[src/rtl/core/pift_pkg.sv]
package pift_pkg;

	localparam int TABLE_DEPTH = 8;
	localparam int IDX_W       = $clog2(TABLE_DEPTH);
	localparam int CNT_W       = $clog2(TABLE_DEPTH + 1);

	localparam logic [1:0] OP_INSERT = 2'd0;
	localparam logic [1:0] OP_LOOKUP = 2'd1;
	localparam logic [1:0] OP_CLEAR  = 2'd2;

	localparam logic [1:0] ST_DONE = 2'd0;
	localparam logic [1:0] ST_DUP  = 2'd1;
	localparam logic [1:0] ST_FULL = 2'd2;

	typedef struct packed {
		logic [1:0]  operation;
		logic [7:0]  rule_id;
		logic [31:0] rule_priority;
		logic        rule_no_attach;
		logic [7:0]  class_value;
		logic [7:0]  subclass_value;
		logic [7:0]  protocol_value;
		logic [15:0] vendor_value;
		logic [15:0] product_value;
		logic [9:0]  match_modes;
	} request_t;

	typedef struct packed {
		logic [1:0]  status;
		logic        hit;
		logic [7:0]  matched_id;
		logic [31:0] matched_priority;
		logic        matched_no_attach;
	} response_t;

	// one stored rule, 107 bits
	typedef struct packed {
		logic [7:0]  id;
		logic [31:0] priority_val;
		logic        skip_attach;
		logic [7:0]  class_value;
		logic [7:0]  subclass_value;
		logic [7:0]  protocol_value;
		logic [15:0] vendor_value;
		logic [15:0] product_value;
		logic [9:0]  modes;
	} rule_t;

	// controller to datapath
	typedef struct packed {
		logic capture;
		logic evaluate;
		logic apply;
	} dp_cmd_t;

endpackage

[src/rtl/core/pift_ctrl.sv]
module pift_ctrl (
	input  logic              clk,
	input  logic              arst_n,
	input  logic              start,
	output logic              busy,
	output logic              done,
	output pift_pkg::dp_cmd_t cmd
);

	typedef enum logic [1:0] {
		S_IDLE,
		S_EVAL,
		S_APPLY
	} state_t;

	state_t state_q;
	logic   done_q;

	always_ff @(posedge clk or negedge arst_n) begin
		if (!arst_n) begin
			state_q <= S_IDLE;
			done_q  <= 1'b0;
		end else begin
			done_q <= (state_q == S_APPLY);
			unique case (state_q)
				S_IDLE: begin
					if (start) begin
						state_q <= S_EVAL;
					end
				end
				S_EVAL: begin
					state_q <= S_APPLY;
				end
				S_APPLY: begin
					state_q <= S_IDLE;
				end
				default: begin
					state_q <= S_IDLE;
				end
			endcase
		end
	end

	assign busy         = (state_q != S_IDLE);
	assign done         = done_q;
	assign cmd.capture  = (state_q == S_IDLE) && start;
	assign cmd.evaluate = (state_q == S_EVAL);
	assign cmd.apply    = (state_q == S_APPLY);

	a_done_after_apply: assert property (@(posedge clk) disable iff (!arst_n)
		done |-> $past(state_q == S_APPLY))
		else $error("result strobe without a preceding apply step");

	a_done_single: assert property (@(posedge clk) disable iff (!arst_n)
		done |=> !done)
		else $error("result strobe longer than one cycle");

	a_busy_after_capture: assert property (@(posedge clk) disable iff (!arst_n)
		cmd.capture |=> busy)
		else $error("block not busy after taking a transaction");

endmodule

[src/rtl/core/pift_dp.sv]
module pift_dp (
	input  logic                clk,
	input  logic                arst_n,
	input  pift_pkg::dp_cmd_t   cmd,
	input  pift_pkg::request_t  request,
	output pift_pkg::response_t response
);

	localparam logic [1:0] MODE_EQ = 2'd1;
	localparam logic [1:0] MODE_NE = 2'd2;

	pift_pkg::request_t  req_q;
	pift_pkg::response_t response_q;
	pift_pkg::rule_t     entries_q [pift_pkg::TABLE_DEPTH];
	logic [pift_pkg::CNT_W-1:0] count_q;

	logic                       dup_s2;
	logic                       hit_s2;
	logic [pift_pkg::CNT_W-1:0] pos_s2;
	logic [pift_pkg::IDX_W-1:0] hit_idx_s2;

	logic [pift_pkg::TABLE_DEPTH-1:0] dup_vec;
	logic [pift_pkg::TABLE_DEPTH-1:0] le_vec;
	logic [pift_pkg::TABLE_DEPTH-1:0] match_vec;
	logic [pift_pkg::CNT_W-1:0]       pos_c;
	logic [pift_pkg::IDX_W-1:0]       hit_idx_c;
	pift_pkg::rule_t                  new_rule;
	pift_pkg::rule_t                  hit_rule;
	pift_pkg::response_t              response_c;

	function automatic logic field_ok(input logic [1:0] mode, input logic eq);
		logic ok;
		case (mode)
			MODE_EQ: ok = eq;
			MODE_NE: ok = !eq;
			default: ok = 1'b1;
		endcase
		return ok;
	endfunction

	function automatic logic rule_match(input pift_pkg::rule_t r,
		input pift_pkg::request_t d);
		logic ok;
		ok = field_ok(r.modes[1:0], r.class_value == d.class_value)
			&& field_ok(r.modes[3:2], r.subclass_value == d.subclass_value)
			&& field_ok(r.modes[5:4], r.protocol_value == d.protocol_value)
			&& field_ok(r.modes[7:6], r.vendor_value == d.vendor_value)
			&& field_ok(r.modes[9:8], r.product_value == d.product_value);
		return ok;
	endfunction

	// per-entry compares, all entries side by side
	always_comb begin
		for (int i = 0; i < pift_pkg::TABLE_DEPTH; i++) begin
			dup_vec[i]   = (pift_pkg::CNT_W'(i) < count_q)
				&& (entries_q[i].id == req_q.rule_id);
			le_vec[i]    = (pift_pkg::CNT_W'(i) < count_q)
				&& (req_q.rule_priority <= entries_q[i].priority_val);
			match_vec[i] = (pift_pkg::CNT_W'(i) < count_q)
				&& rule_match(entries_q[i], req_q);
		end
	end

	// first set bit wins
	always_comb begin
		pos_c     = count_q;
		hit_idx_c = '0;
		for (int i = pift_pkg::TABLE_DEPTH - 1; i >= 0; i--) begin
			if (le_vec[i]) begin
				pos_c = pift_pkg::CNT_W'(i);
			end
			if (match_vec[i]) begin
				hit_idx_c = pift_pkg::IDX_W'(i);
			end
		end
	end

	always_comb begin
		new_rule.id             = req_q.rule_id;
		new_rule.priority_val   = req_q.rule_priority;
		new_rule.skip_attach    = req_q.rule_no_attach;
		new_rule.class_value    = req_q.class_value;
		new_rule.subclass_value = req_q.subclass_value;
		new_rule.protocol_value = req_q.protocol_value;
		new_rule.vendor_value   = req_q.vendor_value;
		new_rule.product_value  = req_q.product_value;
		new_rule.modes          = req_q.match_modes;
	end

	assign hit_rule = entries_q[hit_idx_s2];

	always_ff @(posedge clk) begin
		if (cmd.capture) begin
			req_q <= request;
		end
		if (cmd.evaluate) begin
			dup_s2     <= |dup_vec;
			hit_s2     <= |match_vec;
			pos_s2     <= pos_c;
			hit_idx_s2 <= hit_idx_c;
		end
	end

	// table write: open a slot at the insert position and shift the tail up
	always_ff @(posedge clk) begin
		if (cmd.apply && (req_q.operation == pift_pkg::OP_INSERT) && !dup_s2
			&& (count_q != pift_pkg::CNT_W'(pift_pkg::TABLE_DEPTH))) begin
			for (int i = 1; i < pift_pkg::TABLE_DEPTH; i++) begin
				if ((pift_pkg::CNT_W'(i) > pos_s2) && (pift_pkg::CNT_W'(i) <= count_q)) begin
					entries_q[i] <= entries_q[i-1];
				end
			end
			for (int i = 0; i < pift_pkg::TABLE_DEPTH; i++) begin
				if (pift_pkg::CNT_W'(i) == pos_s2) begin
					entries_q[i] <= new_rule;
				end
			end
		end
	end

	always_ff @(posedge clk or negedge arst_n) begin
		if (!arst_n) begin
			count_q <= '0;
		end else if (cmd.apply) begin
			case (req_q.operation)
				pift_pkg::OP_INSERT: begin
					if (!dup_s2 && (count_q != pift_pkg::CNT_W'(pift_pkg::TABLE_DEPTH))) begin
						count_q <= count_q + 1'b1;
					end
				end
				pift_pkg::OP_CLEAR: begin
					count_q <= '0;
				end
				default: begin
					count_q <= count_q;
				end
			endcase
		end
	end

	// result of the step being applied; fields not named stay zero
	always_comb begin
		response_c = '0;
		case (req_q.operation)
			pift_pkg::OP_INSERT: begin
				if (dup_s2) begin
					response_c.status = pift_pkg::ST_DUP;
				end else if (count_q == pift_pkg::CNT_W'(pift_pkg::TABLE_DEPTH)) begin
					response_c.status = pift_pkg::ST_FULL;
				end else begin
					response_c.status = pift_pkg::ST_DONE;
				end
			end
			pift_pkg::OP_LOOKUP: begin
				if (hit_s2) begin
					response_c.hit               = 1'b1;
					response_c.matched_id        = hit_rule.id;
					response_c.matched_priority  = hit_rule.priority_val;
					response_c.matched_no_attach = hit_rule.skip_attach;
				end
			end
			default: begin
				response_c.status = pift_pkg::ST_DONE;
			end
		endcase
	end

	always_ff @(posedge clk) begin
		if (cmd.apply) begin
			response_q <= response_c;
		end
	end

	assign response = response_q;

	a_count_bound: assert property (@(posedge clk) disable iff (!arst_n)
		count_q <= pift_pkg::CNT_W'(pift_pkg::TABLE_DEPTH))
		else $error("rule count above table depth");

	a_clear_empties: assert property (@(posedge clk) disable iff (!arst_n)
		cmd.apply && (req_q.operation == pift_pkg::OP_CLEAR) |=> count_q == '0)
		else $error("clear did not empty the table");

	a_count_only_on_apply: assert property (@(posedge clk) disable iff (!arst_n)
		!cmd.apply |=> $stable(count_q))
		else $error("rule count changed outside the apply step");

endmodule

[src/rtl/core/priority_interface_filter_table.sv]
// A transaction accepted on start is captured, evaluated and applied in turn; done is
// strobed in the cycle after the apply step, and the receiver takes the result then.
// A new transaction is not taken during the evaluate and apply steps of the
// controller; busy is high during those steps. The receiver cannot stall.
// Reset: arst_n clears the controller and the rule count; the table is empty after reset.
module priority_interface_filter_table (
	input  logic                clk,
	input  logic                arst_n,
	input  logic                start,
	output logic                busy,
	input  pift_pkg::request_t  request,
	output logic                done,
	output pift_pkg::response_t response
);

	pift_pkg::dp_cmd_t cmd;

	// Controller: sequence one transaction through capture, evaluate, apply and
	// pulse done for exactly one cycle once the result register is loaded.
	pift_ctrl u_ctrl (
		.clk    (clk),
		.arst_n (arst_n),
		.start  (start),
		.busy   (busy),
		.done   (done),
		.cmd    (cmd)
	);

	// Datapath: the rule table held in priority order, compared against the
	// captured request in all rows at once.
	// Evaluate registers the duplicate flag, the insert slot and the first hit;
	// apply shifts the tail of the table up and writes the new rule on an insert,
	// empties the table on a clear, and loads the result register. The result holds
	// until the next apply, so a new start may be taken in the same cycle that done is high.
	pift_dp u_dp (
		.clk      (clk),
		.arst_n   (arst_n),
		.cmd      (cmd),
		.request  (request),
		.response (response)
	);

endmodule
[config.mk]
export PLATFORM = sky130hd
export DESIGN_NAME = priority_interface_filter_table
export DESIGN_NICKNAME = d
export VERILOG_FILES = /design/src/rtl/core/pift_pkg.sv /design/src/rtl/core/pift_ctrl.sv /design/src/rtl/core/pift_dp.sv /design/src/rtl/core/priority_interface_filter_table.sv
export SDC_FILE = /design/constraint.sdc
export NUM_CORES = 2
export LEC_CHECK = 0
export BUFFER_PORTS_ARGS = -buffer_cell sky130_fd_sc_hd__buf_2
export CELL_PAD_IN_SITES_DETAIL_PLACEMENT = 1
export CELL_PAD_IN_SITES_GLOBAL_PLACEMENT = 2
export CORE_ASPECT_RATIO = 1.2
export CORE_MARGIN = 2
export CORE_UTILIZATION = 45
export DETAILED_ROUTE_END_ITERATION = 8
export PLACE_DENSITY_LB_ADDON = 0.1
export SETUP_SLACK_MARGIN = 0.2
export SLEW_MARGIN = 0
export SYNTH_ARGS = -nofsm -noshare
export SYNTH_HDL_FRONTEND = slang
export SYNTH_SLANG_ARGS = --single-unit
[constraint.sdc]
create_clock -name clk -period 15.7 [get_ports clk]
set_clock_uncertainty 0.1 [all_clocks]
set_input_delay 3.14 -clock clk [delete_from_list [all_inputs] [get_ports clk]]
set_output_delay 3.14 -clock clk [all_outputs]
set_load 0.01 [all_outputs]
==> results by group <==
Status
  • Status: finished clean

Place
  • Port Buf Inserts: 157
  • Setup Slack @ Placement: 9580 ps
  • Routability cong.: 0.807
  • Final HPWL DP: 106000 um

Clock tree
  • CTS clk-pin slew, worst paths: 60 ps
  • # hold bufs at CTS: 0
  • CTS Buf Count: 110
  • CTS resizes: 0
  • CTS sink cnt: 1025
  • Root buf cell: clkbuf_16
  • Postcts setup bufs: 0
  • TritonCTS clock tree: done
  • Clock Latency Late Sink: 740 ps
  • CTS Buffer Depth: 3
  • H-tree depth: 3

Floorplan
  • DIE WIDTH: 330 um
  • Std cell rows: 143
  • Initial core utilization: 45.4%
  • Core area: 127000 sq um
  • Die area: 131000 sq um
  • I/O pin count: 158
  • Die height: 396 um

Drt
  • Drt pass-1 iters: 5
  • Routed wire length per instance: 26.5 um
  • DRC viols: 0
  • Final ANT Viol Nets: 0
  • Routed via count: 33800
  • Vias per inst: 5.62
  • DRT iter0 DRCs: 1994
  • Post-Route WL: 160000 um

Global routing
  • Initial antenna violation count: 4
  • Overflow after GRT: 0
  • Total track usage: 24.5%
  • Met3 Usage GRT: 2.51%
  • Routing usage on met2: 43.5%
  • Met1 Usage GRT: 30.6%
  • Via count of the first global-routing pass: 36400
  • Global-route wire length before repair: 237000 um
  • Pin count of the biggest net entering global routing: 110
  • Most used routing layer: met2

Synthesis
  • Ys async rst share: 0.683%
  • Syn Nets: 4618
  • Post-synthesis sequential area ratio: 53.4%
  • Post-synthesis compound-gate area fraction: 3.59%
  • Yosys warnings: 0
  • Cell count after synthesis: 4167
  • Share of the synthesized area in the top cell type: 53.1%
  • Adder-Cell Fraction of Synth Area: 7.37%
  • #FFs+latches synth: 1025
  • Cell Area, Synth: 57500 sq um
  • Synth area leader: edfxtp_1
  • Top_reg_cell synth: edfxtp_1
  • Synth Area in Simple Gates: 4.81%
  • Avg Inst Size Synth: 13.8 sq um
  • Mux contribution to synthesized area: 18.2%
  • Number of synthesized flops with an enable pin: 1018
  • Distinct cells, synth: 80
  • Largest family of logic cells by synthesized area: multiplexers
  • Synth Area in XOR/XNOR: 7.82%
  • Largest cells by area after synthesis: edfxtp_1 (53%), mux2_2 (13%), ha_1 (7.4%)

Cells and area
  • Most frequent cells in the layout: edfxtp_1 (1018), mux2_2 (679), xor2_1 (432)
  • Fill count: 12600
  • Most common cell after layout, fill and taps aside: edfxtp_1
  • Final Util: 49.9%
  • Antenna cells: 0
  • Nets: 4705
  • Ratio of cells with drive above 1 in the final layout: 27.0%
  • Area delta synth->final: 9.79%

Timing
  • Final Setup Violations: 0
  • Slew headroom: 21.7%
  • Final hold violation count: 0
  • Worst Slack Setup Final: 10360 ps
  • Max-slew violation count: 0
  • Unrepaired setup endpoints after global routing: false
  • Fin crit share: 34.0%
  • Max Fclk: 187 MHz
  • Post-route minimum period: 5340 ps
  • Actual slew at the worst max-slew pin: 1170 ps
  • TNS Setup: 0 ps

Min path
  • HP Start: u_ctrl.state_q[1]$_DFFE_PN0P_
  • Hold crit path type: reg2reg

Critical path
  • Critical path type: reg2reg
  • Critical path startpoint category: flip-flop
  • Worst Setup EP: u_dp.entries_q[2][40]$_DFFE_PP_
  • CP Data Required Time: 15940 ps
  • Peak fanout along the critical path: 64
  • Worst flop-to-flop path endpoint: u_dp.entries_q[2][40]$_DFFE_PP_
  • CP endpoint kind: flip-flop
  • R2R depth: 9
  • Critical Path Start: u_dp.count_q[1]$_DFFE_PN0P_
  • Reg2reg start: u_dp.count_q[1]$_DFFE_PN0P_
  • R2R Setup Slk: 10360 ps
  • Critical Path AT: 5580 ps

Pwr
  • Worst vdd ir: 0.0917 mV
  • Power per cell area: 100 nW/um^2
  • P_leak: 23.5 nW

Flow run
  • Max Cap Viol: 0
kinds of logic after synthesis:
logic type / count (synthesis)
mux: 853
compound gates: 329
simple gates: 513
buf+inv: 594
xor+xnor: 514
flops: 1025
fa+ha+maj: 339
per-stage QoR:
stage                     hold WS [ps]  power [mW]  cells  area (sq um)
after CTS                          384        6.42   6014         63200
after detailed placement           375        3.75   5809         59600
after global placement             353        3.74   5809         59600
after floorplan                    321        3.55   4167         57500
final                              374        6.34   6014         63200
after global routing               421        6.55   6014         63200
report_power, final:
| part | total [mW] | switching, mW | internal (mW) |
|---|---|---|---|
| Clock | 2.65 | 1.15 | 1.50 |
| Sequential | 3.17 | 0.115 | 3.06 |
| Combinational | 0.515 | 0.291 | 0.225 |
| Total | 6.34 | 1.56 | 4.78 |
layout make-up:
cell class	count	area (sq um)	share of cell area, %
Tap cell	1667	2090	3.30
Clock buffer	141	2930	4.64
Multi-Input combinational cell	2548	24100	38.2
Sequential cell	1025	30700	48.7
Inverter	347	1300	2.06
Clock inverter	64	638	1.01
Timing Repair Buffer	222	1320	2.10
synthesized netlist by cell type (all sizes together), types with 3 or more instances:
library cell  instances
nand3b                3
nor2                 92
and3                  4
xnor2                82
nor3                 35
nand3                20
o211a                 3
xor2                432
nor4                117
a211o                 3
nand4b                3
inv                 347
a31oi                 8
a2111oi               5
and2                  5
nor2b                13
a311o                 3
buf                 188
a211oi               24
nand2b                4
a21boi                5
clkbuf               59
o21a                 11
dfrtp                 7
and4                  3
mux2                726
nand4                92
o221ai                3
edfxtp             1018
a21o                 34
mux2i                45
a221o                 3
o21ai                87
o22ai                13
or2                   3
a21oi                96
ha                  339
o211ai               10
mux4                 82
nand2               104
or4                   6
a311oi                4
state kept, by name, summed over array words and instances, names as in the netlist:
register	count
u_ctrl.done	1
u_ctrl.state_q	2
u_dp.hit_idx_s2	3
u_dp.dup_s2	1
u_dp.entries_q	856
u_dp.count_q	4
u_dp.new_rule	107
u_dp.req_q	2
u_dp.response	44
u_dp.pos_s2	4
u_dp.hit_s2	1
critical path, cell delays in order (launching register included):
cell,delay [ps]
dfrtp_1,460
inv_1,130
ha_1,250
a31oi_2,240
nand3_2,170
or3_1,570
nor2_2,210
o21a_4,910
or2_4,770
buf_4,970
per-layer routing:
metal / vias up / wire length, um / part of all wire [%]
met5: - / 0 / 0
met4: 0 / 5630 / 3.5
met3: 220 / 4900 / 3.1
met2: 589 / 81600 / 51
met1: 17400 / 67500 / 42
li1: 15600 / - / -
how the worst min path moves through the flow:
stage                                            endpoint  slack [ps]  cells past startpoint
after floorplan           u_dp.entries_q[0][10]$_DFFE_PP_         320                      0
after global placement      u_ctrl.state_q[1]$_DFFE_PN0P_         350                      1
after detailed placement    u_ctrl.state_q[1]$_DFFE_PN0P_         370                      1
after CTS                   u_ctrl.state_q[1]$_DFFE_PN0P_         380                      1
after global routing        u_ctrl.state_q[1]$_DFFE_PN0P_         420                      1
final                       u_ctrl.state_q[1]$_DFFE_PN0P_         370                      1
No activity file was read; power rests on OpenSTA's default activity.
